<file path="config.mk">
export PLATFORM = sky130hd
export DESIGN_NAME = rgb_hsv_pixel_converter_unit
export DESIGN_NICKNAME = d
export VERILOG_FILES = /design/src/hdl/rhc_pkg.sv /design/src/hdl/rgb_hsv_pixel_converter_unit.sv /design/src/hdl/rhc_prep.sv /design/src/hdl/rhc_div_step.sv /design/src/hdl/rhc_finish.sv
export VERILOG_INCLUDE_DIRS = /design/src /design/src/hdl
export SDC_FILE = /design/constraint.sdc
export NUM_CORES = 1
export LEC_CHECK = 0
export BUFFER_PORTS_ARGS = -buffer_cell sky130_fd_sc_hd__clkbuf_2
export CAP_MARGIN = 5
export CELL_PAD_IN_SITES_DETAIL_PLACEMENT = 0
export CELL_PAD_IN_SITES_GLOBAL_PLACEMENT = 2
export CORE_ASPECT_RATIO = 0.6
export CORE_MARGIN = 2
export CORE_UTILIZATION = 40
export CTS_CLUSTER_DIAMETER = 30
export CTS_CLUSTER_SIZE = 24
export DETAILED_ROUTE_END_ITERATION = 8
export PLACE_DENSITY = 0.81
export SLEW_MARGIN = 5
export SYNTH_ARGS = -nofsm -noshare
export SYNTH_HDL_FRONTEND = slang
export SYNTH_SLANG_ARGS = --single-unit
</file>
<file path="constraint.sdc">
create_clock -name clk -period 9.9 [get_ports clk]
set_clock_uncertainty 0.2 [all_clocks]
set_input_delay 1.485 -clock clk [delete_from_list [all_inputs] [get_ports clk]]
set_output_delay 1.485 -clock clk [all_outputs]
set_load 0.1 [all_outputs]
</file>
<file path="src/hdl/rgb_hsv_pixel_converter_unit_defines.svh">
// ----------------------------------------------------------------------------
// rgb/hsv converter assertion macros
// shared check forms for the converter, clocked on clk, quiet during reset
// ----------------------------------------------------------------------------
`ifndef RGB_HSV_PIXEL_CONVERTER_UNIT_DEFINES_SVH
`define RGB_HSV_PIXEL_CONVERTER_UNIT_DEFINES_SVH

// same-cycle implication
`define RHC_CHECK(lbl, ante, cons, msg) \
  lbl: assert property (@(posedge clk) disable iff (!rst_n) (ante) |-> (cons)) \
    else $error(msg);

// next-cycle implication
`define RHC_CHECK_NEXT(lbl, ante, cons, msg) \
  lbl: assert property (@(posedge clk) disable iff (!rst_n) (ante) |=> (cons)) \
    else $error(msg);

`endif

</file>
<file path="src/hdl/rhc_pkg.sv">
// ----------------------------------------------------------------------------
// rhc_pkg
// types and constants shared by the rgb/hsv converter pipeline
// ----------------------------------------------------------------------------
package rhc_pkg;

  localparam int PIX_W = 8;

  // hue bases in degrees for each choice of minimum channel
  localparam logic [9:0] HUE_BASE_B = 10'd60;
  localparam logic [9:0] HUE_BASE_R = 10'd180;
  localparam logic [9:0] HUE_BASE_G = 10'd300;
  localparam logic [9:0] HUE_FULL   = 10'd360;
  localparam logic [7:0] HUE_HALF_MAX = 8'd180;

  // width of one reverse sector in half degrees
  localparam int SECT_W = 30;
  localparam logic [3:0] SECT_CNT = 4'd6;

  typedef enum logic [1:0] {
    HSEL_B,
    HSEL_R,
    HSEL_G
  } hsel_t;

  typedef struct packed {
    logic [PIX_W-1:0] rem;
    logic [PIX_W-1:0] q;
  } div_t;

  typedef struct packed {
    logic             dir;
    // forward
    logic             gray;
    hsel_t            hsel;
    logic             neg;
    logic [PIX_W-1:0] mx;
    logic [15:0]      hn;
    logic [15:0]      sn;
    logic [PIX_W-1:0] hd;
    logic [PIX_W-1:0] sd;
    div_t             hdv;
    div_t             sdv;
    // reverse
    logic [3:0]       sector;
    logic [4:0]       rem30;
    logic             sat0;
    logic [PIX_W-1:0] val;
    logic [PIX_W-1:0] vs;
    logic [PIX_W-1:0] f;
    logic [PIX_W-1:0] part;
    logic [PIX_W-1:0] rr;
    logic [PIX_W-1:0] gg;
    logic [PIX_W-1:0] bb;
  } pl_t;

  typedef struct packed {
    logic             dir;
    logic [PIX_W-1:0] first;
    logic [PIX_W-1:0] second;
    logic [PIX_W-1:0] third;
  } out_t;

endpackage

</file>
<file path="src/hdl/rgb_hsv_pixel_converter_unit.sv">
// ----------------------------------------------------------------------------
// rgb_hsv_pixel_converter_unit
// 8-bit pixel converter, RGB to HSV or HSV to RGB per the direction bit
// ----------------------------------------------------------------------------
// usage:
//   input item: in_first/in_second/in_third with in_valid; taken when in_valid
//   is high and in_stall is low. result item: out_first/out_second/out_third
//   with out_valid; handed over when out_valid is high and out_stall is low.
//   cfg_we writes cfg_wdata into the direction bit (0 forward, 1 reverse);
//   write it only while the pipe is empty.
// timing:
//   six register stages, one item per cycle sustained while out_stall is
//   low. the depth is set by the hue and saturation dividers, two quotient
//   bits per stage over four stages.
// reset:
//   rst_n low empties the pipe and sets direction to forward.
// stall:
//   a stalled output holds its item; empty stages further back still fill,
//   and in_stall rises only once every stage holds an item.
// ----------------------------------------------------------------------------
`include "rgb_hsv_pixel_converter_unit_defines.svh"

module rgb_hsv_pixel_converter_unit import rhc_pkg::*; (
  input  logic             clk,
  input  logic             rst_n,
  input  logic             cfg_we,
  input  logic             cfg_wdata,
  input  logic             in_valid,
  output logic             in_stall,
  input  logic [PIX_W-1:0] in_first,
  input  logic [PIX_W-1:0] in_second,
  input  logic [PIX_W-1:0] in_third,
  output logic             out_valid,
  input  logic             out_stall,
  output logic [PIX_W-1:0] out_first,
  output logic [PIX_W-1:0] out_second,
  output logic [PIX_W-1:0] out_third
);

  localparam int NPL = 5;
  localparam int NST = NPL + 1;
  localparam int FRAC_MUL = 8739;
  localparam int FRAC_SH  = 10;

  logic           dir_r;
  logic [NST-1:0] v_r;
  logic [NST-1:0] en;
  pl_t            st_r   [NPL];
  pl_t            st_nxt [NPL];
  out_t           out_r;
  out_t           out_nxt;

  always_ff @(posedge clk) begin
    if (!rst_n) begin
      dir_r <= 1'b0;
    end else if (cfg_we) begin
      dir_r <= cfg_wdata;
    end
  end

  rhc_prep u_prep (
    .dir_i    (dir_r),
    .first_i  (in_first),
    .second_i (in_second),
    .third_i  (in_third),
    .pl_o     (st_nxt[0])
  );

  // a stage may load when it is empty or its item moves on
  assign en[NST-1] = !v_r[NST-1] || !out_stall;
  for (genvar k = 0; k < NST - 1; k++) begin : g_en
    assign en[k] = !v_r[k] || en[k+1];
  end
  assign in_stall = !en[0];

  for (genvar k = 1; k < NPL; k++) begin : g_stage
    localparam int BH = 9 - 2 * k;
    localparam int BL = 8 - 2 * k;
    div_t             h_d;
    div_t             s_d;
    logic [18:0]      fprod;
    logic [15:0]      pprod;
    logic [PIX_W-1:0] lo;

    rhc_div_step u_hdiv (
      .div_i  (st_r[k-1].hdv),
      .den_i  (st_r[k-1].hd),
      .bits_i ({st_r[k-1].hn[BH], st_r[k-1].hn[BL]}),
      .div_o  (h_d)
    );

    rhc_div_step u_sdiv (
      .div_i  (st_r[k-1].sdv),
      .den_i  (st_r[k-1].sd),
      .bits_i ({st_r[k-1].sn[BH], st_r[k-1].sn[BL]}),
      .div_o  (s_d)
    );

    always_comb begin
      fprod = 19'(st_r[k-1].rem30) * 19'(FRAC_MUL);
      pprod = 16'(st_r[k-1].vs) * 16'(st_r[k-1].f);
      lo    = st_r[k-1].val - st_r[k-1].vs;
      st_nxt[k]     = st_r[k-1];
      st_nxt[k].hdv = h_d;
      st_nxt[k].sdv = s_d;
      if (k == 1) begin
        // floor(256*rem/30) via a slightly high reciprocal
        st_nxt[k].f = 8'(fprod >> FRAC_SH);
      end
      if (k == 2) begin
        st_nxt[k].part = pprod[15:8];
      end
      if (k == 3) begin
        st_nxt[k].rr = st_r[k-1].val;
        st_nxt[k].gg = st_r[k-1].val;
        st_nxt[k].bb = st_r[k-1].val;
        if (!st_r[k-1].sat0 && st_r[k-1].sector < SECT_CNT) begin
          case (st_r[k-1].sector)
            4'd0: begin
              st_nxt[k].bb = lo;
              st_nxt[k].gg = lo + st_r[k-1].part;
            end
            4'd1: begin
              st_nxt[k].rr = st_r[k-1].val - st_r[k-1].part;
              st_nxt[k].bb = lo;
            end
            4'd2: begin
              st_nxt[k].rr = lo;
              st_nxt[k].bb = lo + st_r[k-1].part;
            end
            4'd3: begin
              st_nxt[k].rr = lo;
              st_nxt[k].gg = st_r[k-1].val - st_r[k-1].part;
            end
            4'd4: begin
              st_nxt[k].gg = lo;
              st_nxt[k].rr = lo + st_r[k-1].part;
            end
            4'd5: begin
              st_nxt[k].gg = lo;
              st_nxt[k].bb = st_r[k-1].val - st_r[k-1].part;
            end
            default: begin
              st_nxt[k].rr = st_r[k-1].val;
            end
          endcase
        end
      end
    end
  end

  rhc_finish u_fin (
    .pl_i  (st_r[NPL-1]),
    .out_o (out_nxt)
  );

  always_ff @(posedge clk) begin
    if (!rst_n) begin
      v_r <= '0;
    end else begin
      if (en[0]) v_r[0] <= in_valid;
      for (int k = 1; k < NST; k++) begin
        if (en[k]) v_r[k] <= v_r[k-1];
      end
    end
  end

  always_ff @(posedge clk) begin
    if (en[0] && in_valid) st_r[0] <= st_nxt[0];
    for (int k = 1; k < NPL; k++) begin
      if (en[k] && v_r[k-1]) st_r[k] <= st_nxt[k];
    end
    if (en[NPL] && v_r[NPL-1]) out_r <= out_nxt;
  end

  assign out_valid  = v_r[NST-1];
  assign out_first  = out_r.first;
  assign out_second = out_r.second;
  assign out_third  = out_r.third;

  `RHC_CHECK(a_full_stalls, (v_r == '1) && out_stall, in_stall, "full pipe not stalling input")
  `RHC_CHECK_NEXT(a_stage_holds, v_r[1] && !en[1], v_r[1] && $stable(st_r[1].hdv), "stalled stage lost its item")
  `RHC_CHECK(a_hue_range, out_valid && !out_r.dir, out_first < HUE_HALF_MAX, "forward hue out of range")
  `RHC_CHECK(a_div_rem, v_r[2] && !st_r[2].dir && !st_r[2].gray, st_r[2].hdv.rem < st_r[2].hd, "hue divider remainder not below divisor")

endmodule

</file>
<file path="src/hdl/rhc_prep.sv">
// ----------------------------------------------------------------------------
// rhc_prep
// first stage logic: channel max/min and divider setup, or hue sector split
// ----------------------------------------------------------------------------
module rhc_prep import rhc_pkg::*; (
  input  logic             dir_i,
  input  logic [PIX_W-1:0] first_i,
  input  logic [PIX_W-1:0] second_i,
  input  logic [PIX_W-1:0] third_i,
  output pl_t              pl_o
);

  logic [PIX_W-1:0] mx, mn, diff, mag;
  logic signed [8:0] x;
  logic [3:0]       cnt;
  logic [PIX_W-1:0] sect_base;
  logic [15:0]      vprod;

  always_comb begin
    mx = first_i;
    mn = first_i;
    if (second_i > mx) mx = second_i;
    if (third_i > mx) mx = third_i;
    if (second_i < mn) mn = second_i;
    if (third_i < mn) mn = third_i;
    diff = mx - mn;
  end

  // signed channel difference for the hue numerator
  always_comb begin
    if (mn == third_i) begin
      x = $signed({1'b0, second_i}) - $signed({1'b0, first_i});
    end else if (mn == first_i) begin
      x = $signed({1'b0, third_i}) - $signed({1'b0, second_i});
    end else begin
      x = $signed({1'b0, first_i}) - $signed({1'b0, third_i});
    end
    mag = x[8] ? 8'(-x) : x[7:0];
  end

  // sector count from independent threshold compares
  always_comb begin
    cnt = '0;
    for (int i = 1; i <= 8; i++) begin
      cnt = cnt + 4'(first_i >= 8'(SECT_W * i));
    end
    sect_base = 8'(cnt * 8'(SECT_W));
    vprod = 16'(third_i) * 16'(second_i);
  end

  always_comb begin
    pl_o        = '0;
    pl_o.dir    = dir_i;
    pl_o.gray   = (diff == '0);
    if (mn == third_i) begin
      pl_o.hsel = HSEL_B;
    end else if (mn == first_i) begin
      pl_o.hsel = HSEL_R;
    end else begin
      pl_o.hsel = HSEL_G;
    end
    pl_o.neg    = x[8];
    pl_o.mx     = mx;
    pl_o.hn     = 16'(mag) * 16'd60;
    pl_o.sn     = {diff, 8'h00} - 16'(diff);
    pl_o.hd     = diff;
    pl_o.sd     = mx;
    // quotients fit 8 bits, so the top byte is already below the divisor
    pl_o.hdv.rem = pl_o.hn[15:8];
    pl_o.sdv.rem = pl_o.sn[15:8];
    pl_o.sector = cnt;
    pl_o.rem30  = 5'(first_i - sect_base);
    pl_o.sat0   = (second_i == '0);
    pl_o.val    = third_i;
    pl_o.vs     = vprod[15:8];
  end

endmodule

</file>
<file path="src/hdl/rhc_div_step.sv">
// ----------------------------------------------------------------------------
// rhc_div_step
// two restoring division steps, one quotient bit each
// ----------------------------------------------------------------------------
module rhc_div_step import rhc_pkg::*; (
  input  div_t             div_i,
  input  logic [PIX_W-1:0] den_i,
  input  logic [1:0]       bits_i,
  output div_t             div_o
);

  logic [PIX_W:0]   t1, t2;
  logic [PIX_W-1:0] r1, r2;
  logic             b1, b2;

  always_comb begin
    t1 = {div_i.rem, bits_i[1]};
    b1 = (t1 >= {1'b0, den_i});
    r1 = b1 ? 8'(t1 - {1'b0, den_i}) : t1[PIX_W-1:0];
    t2 = {r1, bits_i[0]};
    b2 = (t2 >= {1'b0, den_i});
    r2 = b2 ? 8'(t2 - {1'b0, den_i}) : t2[PIX_W-1:0];
    div_o.rem = r2;
    div_o.q   = {div_i.q[PIX_W-3:0], b1, b2};
  end

endmodule

</file>
<file path="src/hdl/rhc_finish.sv">
// ----------------------------------------------------------------------------
// rhc_finish
// last stage logic: signed hue, wrap and halve, then output select
// ----------------------------------------------------------------------------
module rhc_finish import rhc_pkg::*; (
  input  pl_t  pl_i,
  output out_t out_o
);

  logic [9:0]        base;
  logic signed [10:0] h;
  logic [9:0]        hw;

  always_comb begin
    case (pl_i.hsel)
      HSEL_B:  base = HUE_BASE_B;
      HSEL_R:  base = HUE_BASE_R;
      HSEL_G:  base = HUE_BASE_G;
      default: base = HUE_BASE_B;
    endcase
    // quotient truncated toward zero, sign applied afterwards
    if (pl_i.neg) begin
      h = $signed({1'b0, base}) - $signed({3'b000, pl_i.hdv.q});
    end else begin
      h = $signed({1'b0, base}) + $signed({3'b000, pl_i.hdv.q});
    end
    if (h < 0) begin
      hw = 10'(h + $signed({1'b0, HUE_FULL}));
    end else if (h >= $signed({1'b0, HUE_FULL})) begin
      hw = 10'(h - $signed({1'b0, HUE_FULL}));
    end else begin
      hw = h[9:0];
    end
  end

  always_comb begin
    out_o.dir = pl_i.dir;
    if (!pl_i.dir) begin
      out_o.first  = pl_i.gray ? '0 : hw[8:1];
      out_o.second = pl_i.gray ? '0 : pl_i.sdv.q;
      out_o.third  = pl_i.mx;
    end else begin
      out_o.first  = pl_i.rr;
      out_o.second = pl_i.gg;
      out_o.third  = pl_i.bb;
    end
  end

endmodule

</file>
==> flow_metrics.env <==
export IMPL_setup_viol=0
export IMPL_synth_xor_area_frac=0.0603
export IMPL_mostFrequentLayoutCell="edfxtp_1"
export IMPL_min_path_type="flop to flop"
export IMPL_cts_setup_buffers=0
export IMPL_critPathBufInv=5
export IMPL_dr_pass1_iters=8
export IMPL_overflow=0
export IMPL_max_stage_delay_ns=0.57
export IMPL_yosysUniqueCellTypes=81
export IMPL_seq_area_frac_synth=0.417
export IMPL_pin_count=56
export IMPL_ys_flop_type="edfxtp_1"
export IMPL_core_area_um2=68500
export IMPL_drc_errors=0
export IMPL_start_kind="input pin"
export IMPL_synth_nets=3015
export IMPL_finalHoldViolations=0
export IMPL_tightest_slew_ns=1.13
export IMPL_grt_util_met3=0.0367
export IMPL_arrival_ns=9.18
export IMPL_cp_required_ns=10.04
export IMPL_synth_warnings=0
export IMPL_start_util=0.408
export IMPL_rows=74
export IMPL_port_buffers=55
export IMPL_fin_nets=3157
export IMPL_p_leak_nw=13.8
export IMPL_dieHeight_um=209
export IMPL_final_cell_mix="383 x edfxtp_1, 328 x inv_1, 317 x ha_1"
export IMPL_yosys_mux_area_fraction=0.0272
export IMPL_slew_headroom=0.241
export IMPL_synthToLayoutAreaGrowth_pct=14.7
export IMPL_clock_root_buffer="clkbuf_16"
export IMPL_max_cap_violations=0
export IMPL_synthSimpleGateAreaFrac=0.100
export IMPL_syn_area_per_cell_um2=10.9
export IMPL_insertion_delay_ns=0.60
export IMPL_cp_slowest_cell="fa_1"
export IMPL_grt_usage=0.201
export IMPL_grt_max_degree=75
export IMPL_gp_congestion=0.912
export IMPL_cts_sinks=390
export IMPL_fillers=6264
export IMPL_cts_tree="done"
export IMPL_synth_compound_area_frac=0.125
export IMPL_fmax_mhz=111
export IMPL_use_met2=0.271
export IMPL_antenna_found_initial=0
export IMPL_grt_pass1_vias=19200
export IMPL_totalWireLength_mm=70.9
export IMPL_met1_usage=0.325
export IMPL_vias_per_cell=5.25
export IMPL_synth_edff_count=383
export IMPL_critPathMostFrequentCell="a21oi_1"
export IMPL_wl_per_cell_um=19.3
export IMPL_netlist_area_um2=27900
export IMPL_worstSetupEndpointType="flop"
export IMPL_finalCritPeriodShare=0.914
export IMPL_ys_ff_latch=390
export IMPL_period_needed_ns=9.04
export IMPL_rsz0062_at_grt="false"
export IMPL_status="finished clean"
export IMPL_placed_area_um2=29700
export IMPL_cts_made_buffers=69
export IMPL_clk_pin_slew_ns=0.05
export IMPL_num_vias=19300
export IMPL_hold_buffers=0
export IMPL_drt_iter0_drc=1502
export IMPL_ctsResizeCount=0
export IMPL_antennaDiodeCount=0
export IMPL_critPathTopFamily="compound AO/OA/AOI/OAI gates"
export IMPL_synth_fa_ha_area_frac=0.219
export IMPL_finalMaxSlewViolations=0
export IMPL_grt_most_used_layer="met1"
export IMPL_ys_async_sr_fraction=0
export IMPL_crit_fanout=19
export IMPL_worstSetupPathType="input pin to flop"
export IMPL_fp_dieW_um=345
export IMPL_grt_first_pass_wirelength_mm=113
export IMPL_layout_drive_gt1_share=0.116
export IMPL_synth_top_family_by_area="adder cells"
export IMPL_finalSetupTns_ns=0
export IMPL_stdcell_area_um2=32000
export IMPL_syn_instance_count=2562
export IMPL_vdd_drop_max_mv=0.939
export IMPL_ant_nets=0
export IMPL_clk_path_buf_depth=3
export IMPL_cts_htree_levels=3
export IMPL_dieArea_um2=72000
export IMPL_dpl_hpwl_mm=55.6
export IMPL_power_density_nw_per_um2=330
[per-layer routing]
metal | share of wire | routed length (um)
met4 | 0.016 | 1150
met1 | 0.54 | 38300
met5 | 0 | 0
met3 | 0.062 | 4360
met2 | 0.38 | 27100
[path summary, 6_finish.rpt]
kind	from	to	slack [ns]	cells past startpoint
max	in_first[1]	st_r[0][143]	0.86	34
min	st_r[0][473]	st_r[0][632]	0.21	0
max reg2reg	st_r[0][266]	st_r[0][410]	2.59	29
min reg2reg	st_r[0][473]	st_r[0][632]	0.21	0
[power by group]
part	total [mW]	switching, mW	internal (mW)
combinational	5.60	3.09	2.51
clock	2.35	0.908	1.44
sequential	2.62	0.187	2.44
[final cells by class]
class	count	area [um2]	area share
Tap cell	912	1140	0.0356
Multi-Input combinational cell	1789	14900	0.465
Inverter	341	1280	0.0400
Sequential cell	390	11600	0.364
Clock buffer	72	1740	0.0543
Timing Repair Buffer	113	711	0.0222
Clock inverter	54	621	0.0194
[cell families after synthesis]
group | Yosys count
compound gates | 531
xor+xnor | 184
fa+ha+maj | 425
buf+inv | 383
flops | 390
mux | 70
simple gates | 579
[synth_stat cells (23+ instances only)]
cell type,number,area [um2]
nor2_1,159,597
nor2b_1,50,313
a21o_1,72,541
ha_1,317,3970
xor2_1,70,613
a21oi_1,149,746
inv_1,328,1230
xnor2_1,109,955
nand2b_1,35,219
o21bai_1,24,180
fa_1,106,2120
edfxtp_1,383,11500
clkbuf_1,40,150
mux2i_1,23,230
nand2_1,172,646
o21ai_0,142,711
mux2_2,46,518
and2_1,53,332
nand4_1,30,188
[through the flow]
stage	setup slack, ns	hold slack, ns	util	cells	power, mW
final	0.856	0.210	0.467	3671	10.6
after global routing	0.234	0.201	0.467	3671	11.5
after CTS	0.943	0.199	0.467	3671	10.6
after detailed placement	0.340	0.205	0.433	3545	8.22
after global placement	0.397	0.201	0.433	3545	8.11
after floorplan	0.496	0.200	-	2562	6.84
[flip-flops by register name, summed over array words and instances, names as in the netlist]
signal / flops
v_r: 6
out_second: 8
dir_r: 1
out_first: 8
out_third: 8
st_r: 359
[worst reg2reg max path: cells and delay by family, from the launching register on]
| kind | cells | cell delay [ns] |
|---|---|---|
| buffers and inverters | 4 | 0.85 |
| and+or+nand+nor | 10 | 1.74 |
| adders and majority gates | 2 | 0.57 |
| DFF | 1 | 0.45 |
| AOI/OAI and AO/OA | 13 | 3.20 |
Power figures use the tool's default switching activity.
